--- src/rtl/dosr_pkg.sv ---
// Package for the DHCP option scan and reply block.
// Holds transaction types, register indexes, protocol constants and reset values.
// No dependencies.
package dosr_pkg;

    localparam int OPTION_AREA_BYTES_DEF = 312;

    localparam logic       ACT_HEADER = 1'b0;
    localparam logic       ACT_OPTION = 1'b1;

    localparam logic [7:0] BOOTP_REQUEST = 8'd1;
    localparam logic [7:0] OPT_PAD       = 8'd0;
    localparam logic [7:0] OPT_MSG_TYPE  = 8'd53;
    localparam logic [7:0] OPT_END       = 8'hFF;
    localparam logic [7:0] MSG_DISCOVER  = 8'd1;
    localparam logic [7:0] MSG_REQUEST   = 8'd3;

    localparam logic [1:0] KIND_NONE  = 2'd0;
    localparam logic [1:0] KIND_OFFER = 2'd1;
    localparam logic [1:0] KIND_ACK   = 2'd2;

    localparam int         ADDR_W         = 4;
    localparam logic [1:0] REG_SERVER     = 2'd0;
    localparam logic [1:0] REG_POOL_FIRST = 2'd1;
    localparam logic [1:0] REG_POOL_LAST  = 2'd2;

    localparam logic [31:0] NET_MASK        = 32'h00FF_FFFF;
    localparam logic [7:0]  POOL_FIRST_RST  = 8'd120;
    localparam logic [7:0]  POOL_LAST_RST   = 8'd150;
    localparam logic [8:0]  HOST_SAT        = 9'd256;

    typedef struct packed {
        logic        action;
        logic [7:0]  op_code;
        logic [31:0] client_ip;
        logic [7:0]  option_byte;
        logic        last_byte;
    } req_t;

    typedef struct packed {
        logic [1:0]  reply_kind;
        logic [31:0] your_address;
        logic [31:0] reply_server;
    } rsp_t;

    typedef struct packed {
        logic        found;
        logic [7:0]  found_type;
        logic [7:0]  held_op;
        logic [31:0] held_client;
    } scan_t;

endpackage

--- src/rtl/dhcp_option_scan_and_reply.sv ---
// Top level of the DHCP option scan and reply block.
// Holds the registers, pool counter, reply decision and result buffer.
// Depends on dosr_pkg and dosr_parser.
//
// Usage:
//   A packet enters on the req channel as one header transaction (action 0,
//   op_code, client_ip) followed by its option-area bytes (action 1),
//   cookie included, the final byte flagged by last_byte. Each transaction is
//   taken when req_valid is high and req_stall low; one transaction per cycle.
//   The final byte yields exactly one result on the rsp channel: offer, ack or
//   no reply. The result is registered, in the output register or the skid.
//   Every per-byte update is one small phase step in the parser, so the block
//   sustains one transaction per clock cycle while req_stall is low.
//   A two-entry result buffer (output register plus skid) lets input flow on
//   while a result waits; req_stall rises only while the skid entry is full,
//   that is after the receiver has held rsp_stall with two results pending.
//   Reset (rst_n low, asynchronous) empties the buffer, restarts the parser,
//   sets the pool to 120..150 and the pool counter to 120, server address 0.
//   The user must write registers through the APB port only while idle; the block does not enforce it.
module dhcp_option_scan_and_reply #(
    parameter int OPTION_AREA_BYTES = dosr_pkg::OPTION_AREA_BYTES_DEF
) (
    input  logic                        clk,
    input  logic                        rst_n,
    input  logic                        req_valid,
    output logic                        req_stall,
    input  dosr_pkg::req_t              req,
    output logic                        rsp_valid,
    input  logic                        rsp_stall,
    output dosr_pkg::rsp_t              rsp,
    input  logic                        psel,
    input  logic                        penable,
    input  logic                        pwrite,
    input  logic [dosr_pkg::ADDR_W-1:0] paddr,
    input  logic [31:0]                 pwdata,
    output logic [31:0]                 prdata,
    output logic                        pready
);

    logic [31:0]     server_reg;
    logic [7:0]      pool_first_reg;
    logic [7:0]      pool_last_reg;
    logic [8:0]      next_host_reg;
    logic            out_valid_reg, skid_valid_reg;
    dosr_pkg::rsp_t  out_reg, skid_reg;
    dosr_pkg::rsp_t  result;
    dosr_pkg::scan_t scan;
    logic            take, res_fire, out_take, cfg_wr, hit, offer;
    logic [1:0]      cfg_idx;

    assign pready    = 1'b1;
    assign cfg_wr    = psel && penable && pwrite && pready;
    assign cfg_idx   = paddr[3:2];
    assign req_stall = skid_valid_reg;
    assign take      = req_valid && !req_stall;
    assign res_fire  = take && req.action == dosr_pkg::ACT_OPTION && req.last_byte;
    assign out_take  = out_valid_reg && !rsp_stall;
    assign rsp_valid = out_valid_reg;
    assign rsp       = out_reg;

    always_comb
    begin
        case (cfg_idx)
            dosr_pkg::REG_SERVER:     prdata = server_reg;
            dosr_pkg::REG_POOL_FIRST: prdata = {24'd0, pool_first_reg};
            dosr_pkg::REG_POOL_LAST:  prdata = {24'd0, pool_last_reg};
            default:                  prdata = 32'd0;
        endcase
    end

    dosr_parser #(
        .OPTION_AREA_BYTES(OPTION_AREA_BYTES)
    ) u_parser (
        .clk  (clk),
        .rst_n(rst_n),
        .take (take),
        .item (req),
        .scan (scan)
    );

    always_comb
    begin
        hit = scan.held_op == dosr_pkg::BOOTP_REQUEST
            && next_host_reg <= {1'b0, pool_last_reg} && scan.found;
        offer = 1'b0;
        result.reply_kind   = dosr_pkg::KIND_NONE;
        result.your_address = 32'd0;
        result.reply_server = 32'd0;
        if (hit && scan.found_type == dosr_pkg::MSG_DISCOVER)
        begin
            offer = 1'b1;
            result.reply_kind   = dosr_pkg::KIND_OFFER;
            result.your_address = (server_reg & dosr_pkg::NET_MASK)
                                | {next_host_reg[7:0], 24'd0};
            result.reply_server = server_reg;
        end
        else if (hit && scan.found_type == dosr_pkg::MSG_REQUEST)
        begin
            result.reply_kind   = dosr_pkg::KIND_ACK;
            result.your_address = scan.held_client;
            result.reply_server = server_reg;
        end
    end

    always_ff @(posedge clk or negedge rst_n)
    begin
        if (!rst_n)
        begin
            server_reg     <= 32'd0;
            pool_first_reg <= dosr_pkg::POOL_FIRST_RST;
            pool_last_reg  <= dosr_pkg::POOL_LAST_RST;
            next_host_reg  <= {1'b0, dosr_pkg::POOL_FIRST_RST};
        end
        else
        begin
            if (cfg_wr && cfg_idx == dosr_pkg::REG_SERVER)
                server_reg <= pwdata;
            if (cfg_wr && cfg_idx == dosr_pkg::REG_POOL_LAST)
                pool_last_reg <= pwdata[7:0];
            if (cfg_wr && cfg_idx == dosr_pkg::REG_POOL_FIRST)
            begin
                pool_first_reg <= pwdata[7:0];
                next_host_reg  <= {1'b0, pwdata[7:0]};
            end
            else if (res_fire && offer && next_host_reg < dosr_pkg::HOST_SAT)
            begin
                next_host_reg <= next_host_reg + 9'd1;
            end
        end
    end

    always_ff @(posedge clk or negedge rst_n)
    begin
        if (!rst_n)
        begin
            out_valid_reg  <= 1'b0;
            skid_valid_reg <= 1'b0;
        end
        else if (skid_valid_reg)
        begin
            if (out_take)
                skid_valid_reg <= 1'b0;
        end
        else if (res_fire)
        begin
            if (!out_valid_reg || out_take)
                out_valid_reg <= 1'b1;
            else
                skid_valid_reg <= 1'b1;
        end
        else if (out_take)
        begin
            out_valid_reg <= 1'b0;
        end
    end

    always_ff @(posedge clk)
    begin
        if (skid_valid_reg)
        begin
            if (out_take)
                out_reg <= skid_reg;
        end
        else if (res_fire)
        begin
            if (!out_valid_reg || out_take)
                out_reg <= result;
            else
                skid_reg <= result;
        end
    end

`ifndef SYNTHESIS
    a_skid_needs_out: assert property (@(posedge clk) disable iff (!rst_n)
        skid_valid_reg |-> out_valid_reg)
        else $error("skid entry held without an output entry");

    a_offer_advances: assert property (@(posedge clk) disable iff (!rst_n)
        (res_fire && offer && !cfg_wr) |=> next_host_reg == $past(next_host_reg) + 9'd1)
        else $error("pool counter did not advance after an offer");

    a_none_is_zero: assert property (@(posedge clk) disable iff (!rst_n)
        (rsp_valid && rsp.reply_kind == dosr_pkg::KIND_NONE)
        |-> (rsp.your_address == 32'd0 && rsp.reply_server == 32'd0))
        else $error("no-reply result carries address data");

    a_host_bounded: assert property (@(posedge clk) disable iff (!rst_n)
        next_host_reg <= dosr_pkg::HOST_SAT)
        else $error("pool counter beyond saturation");
`endif

endmodule

--- src/rtl/dosr_parser.sv ---
// Option-area walker of the DHCP option scan and reply block.
// Tracks cookie, TLV phase, position and message type per packet; holds the header's op code and client address.
// Depends on dosr_pkg.
module dosr_parser #(
    parameter int OPTION_AREA_BYTES = dosr_pkg::OPTION_AREA_BYTES_DEF
) (
    input  logic            clk,
    input  logic            rst_n,
    input  logic            take,
    input  dosr_pkg::req_t  item,
    output dosr_pkg::scan_t scan
);

    localparam int POS_W = $clog2(OPTION_AREA_BYTES + 1);
    localparam logic [POS_W-1:0] POS_LIMIT   = POS_W'(OPTION_AREA_BYTES);
    localparam logic [POS_W-1:0] COOKIE_LAST = POS_W'(3);

    localparam logic [2:0] PH_COOKIE = 3'd0;
    localparam logic [2:0] PH_CODE   = 3'd1;
    localparam logic [2:0] PH_LEN    = 3'd2;
    localparam logic [2:0] PH_SKIP   = 3'd3;
    localparam logic [2:0] PH_TLEN   = 3'd4;
    localparam logic [2:0] PH_TVAL   = 3'd5;
    localparam logic [2:0] PH_DONE   = 3'd6;

    logic [2:0]       phase_reg, phase_next;
    logic [POS_W-1:0] pos_reg, pos_next;
    logic [7:0]       skip_reg, skip_next;
    logic [7:0]       type_reg, type_next;
    logic             found_reg, found_next;
    logic [7:0]       held_op_reg;
    logic [31:0]      held_client_reg;
    logic [7:0]       skip_dec;

    always_comb
    begin
        phase_next = phase_reg;
        pos_next   = pos_reg;
        skip_next  = skip_reg;
        type_next  = type_reg;
        found_next = found_reg;
        skip_dec   = (skip_reg != 8'd0) ? skip_reg - 8'd1 : skip_reg;
        if (pos_reg >= POS_LIMIT)
        begin
            phase_next = PH_DONE;
        end
        else
        begin
            pos_next = pos_reg + POS_W'(1);
            case (phase_reg)
                PH_COOKIE:
                begin
                    if (pos_reg >= COOKIE_LAST)
                        phase_next = PH_CODE;
                end
                PH_CODE:
                begin
                    if (item.option_byte == dosr_pkg::OPT_MSG_TYPE)
                        phase_next = PH_TLEN;
                    else if (item.option_byte == dosr_pkg::OPT_END)
                        phase_next = PH_DONE;
                    else if (item.option_byte != dosr_pkg::OPT_PAD)
                        phase_next = PH_LEN;
                end
                PH_LEN:
                begin
                    skip_next  = item.option_byte;
                    phase_next = (item.option_byte == 8'd0) ? PH_CODE : PH_SKIP;
                end
                PH_SKIP:
                begin
                    skip_next = skip_dec;
                    if (skip_dec == 8'd0)
                        phase_next = PH_CODE;
                end
                PH_TLEN:
                begin
                    phase_next = PH_TVAL;
                end
                PH_TVAL:
                begin
                    type_next  = item.option_byte;
                    found_next = 1'b1;
                    phase_next = PH_DONE;
                end
                default:
                begin
                    phase_next = PH_DONE;
                end
            endcase
        end
    end

    assign scan.found       = found_next;
    assign scan.found_type  = type_next;
    assign scan.held_op     = held_op_reg;
    assign scan.held_client = held_client_reg;

    always_ff @(posedge clk or negedge rst_n)
    begin
        if (!rst_n)
        begin
            phase_reg       <= PH_COOKIE;
            pos_reg         <= '0;
            skip_reg        <= '0;
            type_reg        <= '0;
            found_reg       <= 1'b0;
            held_op_reg     <= '0;
            held_client_reg <= '0;
        end
        else if (take)
        begin
            if (item.action == dosr_pkg::ACT_HEADER || item.last_byte)
            begin
                phase_reg <= PH_COOKIE;
                pos_reg   <= '0;
                skip_reg  <= '0;
                type_reg  <= '0;
                found_reg <= 1'b0;
            end
            else
            begin
                phase_reg <= phase_next;
                pos_reg   <= pos_next;
                skip_reg  <= skip_next;
                type_reg  <= type_next;
                found_reg <= found_next;
            end
            if (item.action == dosr_pkg::ACT_HEADER)
            begin
                held_op_reg     <= item.op_code;
                held_client_reg <= item.client_ip;
            end
        end
    end

endmodule

--- config.mk ---
export PLATFORM = sky130hd
export DESIGN_NAME = dhcp_option_scan_and_reply
export DESIGN_NICKNAME = d
export VERILOG_FILES = /design/src/rtl/dosr_pkg.sv /design/src/rtl/dhcp_option_scan_and_reply.sv /design/src/rtl/dosr_parser.sv
export SDC_FILE = /design/constraint.sdc
export NUM_CORES = 1
export LEC_CHECK = 0
export BUFFER_PORTS_ARGS = -buffer_cell sky130_fd_sc_hd__buf_2
export CORE_MARGIN = 2
export CORE_UTILIZATION = 45
export CTS_CLUSTER_SIZE = 28
export DETAILED_ROUTE_END_ITERATION = 12
export MAX_ROUTING_LAYER = met4
export PLACE_DENSITY = 0.73
export SLEW_MARGIN = 30
export SYNTH_ARGS = -nofsm -noshare
export SYNTH_HDL_FRONTEND = slang
export SYNTH_SLANG_ARGS = --single-unit
--- constraint.sdc ---
create_clock -name clk -period 5.94 [get_ports clk]
set_input_delay 1.485 -clock clk [delete_from_list [all_inputs] [get_ports clk]]
set_output_delay 1.485 -clock clk [all_outputs]
set_load 0.1 [all_outputs]
# Yosys cells after proc, flatten, opt, wreduce, memory -nomap -nowiden
# Cells that the tools add are included.
[totals]
inputBits = 93
reg_bits = 260
output_inout_bits = 101
[classes]
add_sub_neg = 3
eq_ne = 18
n_bitwise = 4
n_reduce_logical = 38
magnitude_cmp = 4
mux = 38
[ops]
columns = ["cell", "n"]
rows = [
  ["$mux 66", 6],
  ["$pmux 32 s3", 1],
  ["$mux 8", 6],
  ["$mux 9", 4],
  ["$or 24x32->32", 1],
  ["$mux 3", 7],
  ["$add 9x1->9 const B", 2],
  ["$eq 8x1->1 const B", 2],
  ["$logic_not 8->1", 2],
  ["$pmux 8 s2", 1],
  ["$reduce_bool 8->1", 2],
  ["$logic_and 1x1->1", 15],
  ["$pmux 3 s5", 1],
  ["$reduce_and 3->1", 4],
  ["$mux 1", 11],
  ["$ge 9x2->1 const B", 1],
  ["$ge 9x9->1 const B", 1],
  ["$le 9x8->1", 1],
  ["$lt 9x9->1 const B", 1],
  ["$eq 8x2->1 const B", 1],
  ["$eq 8x6->1 const B", 1],
  ["$eq 8x8->1 const B", 1],
  ["$ne 4x1->1 const B", 2],
  ["$reduce_bool 2->1", 4],
  ["18 further kinds", 27],
]

# Depth between registers and ports, before layout
[logic_depth]
depth_word = 10
depth_mapped = 10
mapped_depth_nobuf = 8

# Hierarchy
# From an unflattened synthesis, not the netlist that was laid out.
[hier_totals]
hier_cells = 920
area_unflattened_um2 = 11949.0
[modules_own_cells]
columns = ["module", "area_per_inst_um2", "instances", "seq_area_each_um2", "cells_per_inst"]
rows = [
  ["dhcp_option_scan_and_reply", 8520.7, 1, 5455.2, 622],
  ["dosr_parser", 3428.3, 1, 1726.7, 298],
]

# Worst setup path before layout
# OpenSTA, ideal clock, no wires.
[synth_path]
path_type = "reg2reg"
start = "register skid_valid_reg (netlist: req_stall)"
end = "register out_reg (netlist bit rsp[0]) (enable)"
t_arrival_ps = 6646
setup_ps = 590
synth_period_minus_slack_ps = 7236
path_stages_with_launch = 6
setup_slack_ps = -1296
cell_sequence = "dfrtp_1 clkbuf_1 clkbuf_1 clkbuf_1 nand2_1 a21boi_0"
[synth_via]
elab_chain_len = 6
[synth_lines]
columns = ["element", "line", "text"]
rows = [
  ["start: declaration", "dhcp_option_scan_and_reply.sv:44", "logic out_valid_reg, skid_valid_reg;"],
  ["start signal: assignment", "dhcp_option_scan_and_reply.sv:137", "skid_valid_reg <= 1'b0;"],
  ["start signal: assignment", "dhcp_option_scan_and_reply.sv:142", "skid_valid_reg <= 1'b0;"],
  ["start signal: assignment", "dhcp_option_scan_and_reply.sv:149", "skid_valid_reg <= 1'b1;"],
  ["$logic_not 1->1", "dhcp_option_scan_and_reply.sv:55", "assign take = req_valid && !req_stall;"],
  ["$logic_and 1x1->1", "dhcp_option_scan_and_reply.sv:55", ""],
  ["$logic_and 1x1->1 (2 in a row)", "dhcp_option_scan_and_reply.sv:56", "assign res_fire = take && req.action == dosr_pkg::ACT_OPTION && req.last_byte;"],
  ["$reduce_bool 2->1 (no source line)", "-", ""],
  ["$reduce_and 3->1 (no source line) *", "-", ""],
  ["end signal: assignment", "dhcp_option_scan_and_reply.sv:162", "out_reg <= skid_reg;"],
  ["end signal: assignment", "dhcp_option_scan_and_reply.sv:167", "out_reg <= result;"],
  ["end: declaration", "dhcp_option_scan_and_reply.sv:45", "dosr_pkg::rsp_t out_reg, skid_reg;"],
]
# Mark *: on every way between the ends. The rest lies on a longest branch, timed or not.
# A chain may end at the register's enable or synchronous reset.

# Worst setup path after layout
[layout_path]
start = "input port paddr[2] in the netlist's numbering"
end = "output port prdata[5]"
[layout_via]
elab_chain_len = 2
[layout_lines]
columns = ["element", "line", "text"]
rows = [
  ["start: declaration", "dhcp_option_scan_and_reply.sv:34", "input logic [dosr_pkg::ADDR_W-1:0] paddr,"],
  ["$eq 2x2->1 (tied with other cells)", "dhcp_option_scan_and_reply.sv:63", "case (cfg_idx)"],
  ["$pmux 32 s3 *", "dhcp_option_scan_and_reply.sv:63", ""],
  ["end: declaration", "dhcp_option_scan_and_reply.sv:36", "output logic [31:0] prdata,"],
]
# Marks and branches as above.

==> impl_metrics.tcl <==
set metrics [dict create \
    outcome "complete, no violations" \
    internal_power_w 0.003639 \
    reg2reg_depth 6 \
    r2r_end "next_host_reg[4]" \
    ys_types 57 \
    cts_tree "done" \
    vias 8015 \
    powerDensity_nw_per_um2 396.6 \
    max-cap-violations 0 \
    routabilityCongestion 0.8742 \
    clk_pin_slew_ns 0.06 \
    die_w_um 165.7 \
    hold_class "flip-flop to flip-flop" \
    syn_area_per_cell_sq_um 12.52 \
    synth_edf_count 132 \
    critPathKind "primary input to output pin" \
    crit_top_cell "buf_2" \
    grt_pass1_wl_um 43210 \
    clock-skew-final_ns 0.01161 \
    nNetsFinal 1222 \
    dieHeight_um 165.7 \
    r2r_start "u_parser.pos_reg[4]" \
    hold_start "pool_first_reg[6]" \
    drt_wl_total_um 26770 \
    critPathMaxStageDelay_ns 0.54 \
    netSwitchingPower_w 0.001922 \
    finalPower_w 0.005562 \
    cts_buffers 28 \
    stdcell_area_sq_um 14020 \
    final-hold-violation-count 0 \
    clk_latency_ns 0.55 \
    vdd_drop_max_mv 0.2448 \
    port_buffers 190 \
    num_rows 59 \
    multi_input_area_sq_um 4340 \
    min_path_cells 2 \
    grt-ovfl-total 0 \
    max_freq_mhz 227.7 \
    rrSetupSlack_ns 2.61 \
    maxSlewViolCount 0 \
    critPathSlowestCell "nor2b_1" \
    nFillCells 2148 \
    area_growth_pct 19.26 \
    post_drt_via_cell_ratio 5.434 \
    drive_above_1_share 0.3348 \
    setup_slack_ns 1.548 \
    critPathArrivalTime_ns 2.91 \
    yosysWarningCount 0 \
    final.period_utilization 0.7393 \
    die-area_sq_um 27440 \
    register_area_sq_um 7186 \
    worstPathMaxFanout 13 \
    start_kind "primary input" \
    synth_nets 1045 \
    yosysSeqAreaShare 0.6107 \
    tightest_slew_ns 0.9237 \
    async_flop_share 0.4923 \
    cp-end-kind "output pin" \
    core_sq_um 25840 \
    synth_top_area_frac 0.3371 \
    p_leak_nw 6.060 \
    cts-resized-gates 0 \
    top_level_ports 194 \
    antenna_found_initial 2 \
    cts_buffer_depth 3 \
    dp.cells 1421 \
    htree_levels 1 \
    drt_iter0_drc 587 \
    required_ns 4.45 \
    synthCells 939 \
    dpl-instance-area_sq_um 13070 \
    yosysMostFrequentCell "edfxtp_1" \
    hpwl_um 17800 \
    post_cts_buffers 0 \
    cts-root-buf "clkbuf_16" \
    grt_pass1_vias 7953 \
    grt_usage 0.1997 \
    path_cells "buf_2 -> nor2b_1 -> nand2_1 -> o21ai_0 -> buf_2" \
    pwr-share-clk 0.311 \
    sw_frac_of_total 0.3456 \
    detail-route-antenna-nets 0 \
    yosys.area.top_type "edfxtp_1" \
    finalCriticalPeriod_ns 4.392 \
    initial_core_util 0.4552 \
    setup_viol 0 \
    pwr-share-comb 0.257 \
    hold_end "pool_first_reg[6]" \
    drc 0 \
    ys_ff_latch 260 \
    dr.pass1.iters 5 \
    pre_cts_ws_ns 1.311 \
    wl_per_cell_um 18.15 \
    synth_common_cells "132 x edfxtp_1, 116 x dfrtp_1, 107 x mux2_2, 103 x nand2_1, 60 x nor2_1" \
    netlist_area_sq_um 11760 \
    seqPwrFrac 0.433 \
    ys.flop_type "edfxtp_1" \
    postCtsHoldBufs 0 \
    timing.setup.tns_ns 0 \
    cts.sinks 260 \
    max-slew-margin-rel 0.3842 \
    rsz0062_at_grt "false" \
    grt_max_degree 97 \
    final_cells 1475 \
    synthTopCellsByArea "edfxtp_1 34%, dfrtp_1 25%, mux2_2 10%" \
]
[per-layer routing]
layer / share of wire / GRT usage
met1: 0.44 / 0.2669
met3: 0.053 / 0.03106
met2: 0.48 / 0.3238
met5: 0 / -
met4: 0.022 / 0.04688
[critical path: cells and delay by family]
kind            cells  cell delay [ns]
compound gates      1             0.10
simple gates        2             0.65
buf+inv             2             0.67
[final cells by class]
| type | instances | share of cell area |
|---|---|---|
| diodes | 2 | 0.0003569 |
| clock buffers | 45 | 0.06111 |
| clock inverters | 7 | 0.006067 |
| inverters | 20 | 0.005353 |
| multi-input cells | 604 | 0.3095 |
| flip-flops and latches | 260 | 0.5124 |
| well taps | 335 | 0.02989 |
| repair buffers | 202 | 0.07539 |
[cell usage in the layout (no fill, tap or decap), types with 7 or more instances in the layout]
cell / netlist / final
clkbuf_1: 39 / 10
nor4_1: 7 / 7
o31ai_1: 43 / 43
a31oi_1: 8 / 8
nor2_1: 60 / 57
nor3_1: 14 / 13
inv_1: 20 / 20
nand2_1: 103 / 103
mux2_2: 107 / 107
mux2i_1: 45 / 44
a21oi_1: 21 / 20
dfrtp_1: 116 / 115
a22o_1: 10 / 10
clkbuf_16: 0 / 30
buf_2: 8 / 189
o21ai_0: 25 / 25
dfstp_2: 12 / 12
edfxtp_1: 132 / 132
buf_4: 1 / 11
and2_1: 58 / 58
ha_1: 13 / 13
nand3_1: 12 / 12
[how the worst max path moves through the flow]
| stage | start | end | cells after the start | slack [ns] |
|---|---|---|---|---|
| floorplan | paddr[3] | prdata[0] | 3 | 0.32 |
| detailed placement | paddr[3] | prdata[22] | 4 | 1.31 |
| finish | paddr[2] | prdata[5] | 5 | 1.55 |
| CTS | paddr[3] | prdata[29] | 4 | 1.30 |
| global placement | paddr[3] | prdata[17] | 4 | 1.38 |
| global route | paddr[2] | prdata[6] | 5 | 1.42 |
[power by group through the flow]
stage / Clock, W / Combinational, W / Sequential (W)
after global placement: 0 / 0.00140 / 0.00243
final: 0.00173 / 0.00143 / 0.00241
after floorplan: 0 / 0.000827 / 0.00270
after CTS: 0.00176 / 0.00143 / 0.00241
after global routing: 0.00184 / 0.00153 / 0.00245
after detailed placement: 0 / 0.00143 / 0.00244
[per-stage QoR]
| stage | hold WS, ns | util |
|---|---|---|
| after global routing | 0.4750 | 0.5428 |
| after CTS | 0.4658 | 0.5422 |
| final | 0.4653 | 0.5428 |
| after floorplan | 0.4393 | - |
| after detailed placement | 0.4561 | 0.5057 |
| after global placement | 0.4485 | 0.5051 |
[cells by family (layout without fill, tap and decap cells)]
kind of cell               count (synthesis)  in the layout  share of synthesized area
buffers and inverters                     75            274                    0.02575
muxes                                    153            153                     0.1420
adders and majority gates                 13             13                    0.01383
AOI/OAI and AO/OA                        128            128                    0.07448
DFF                                      260            260                     0.6107
xor gates and xnor gates                   8              8                   0.005958
and+or+nand+nor                          301            301                     0.1269
other                                      1              3                  0.0003189
Note: power is estimated with default switching activity, not from simulation.
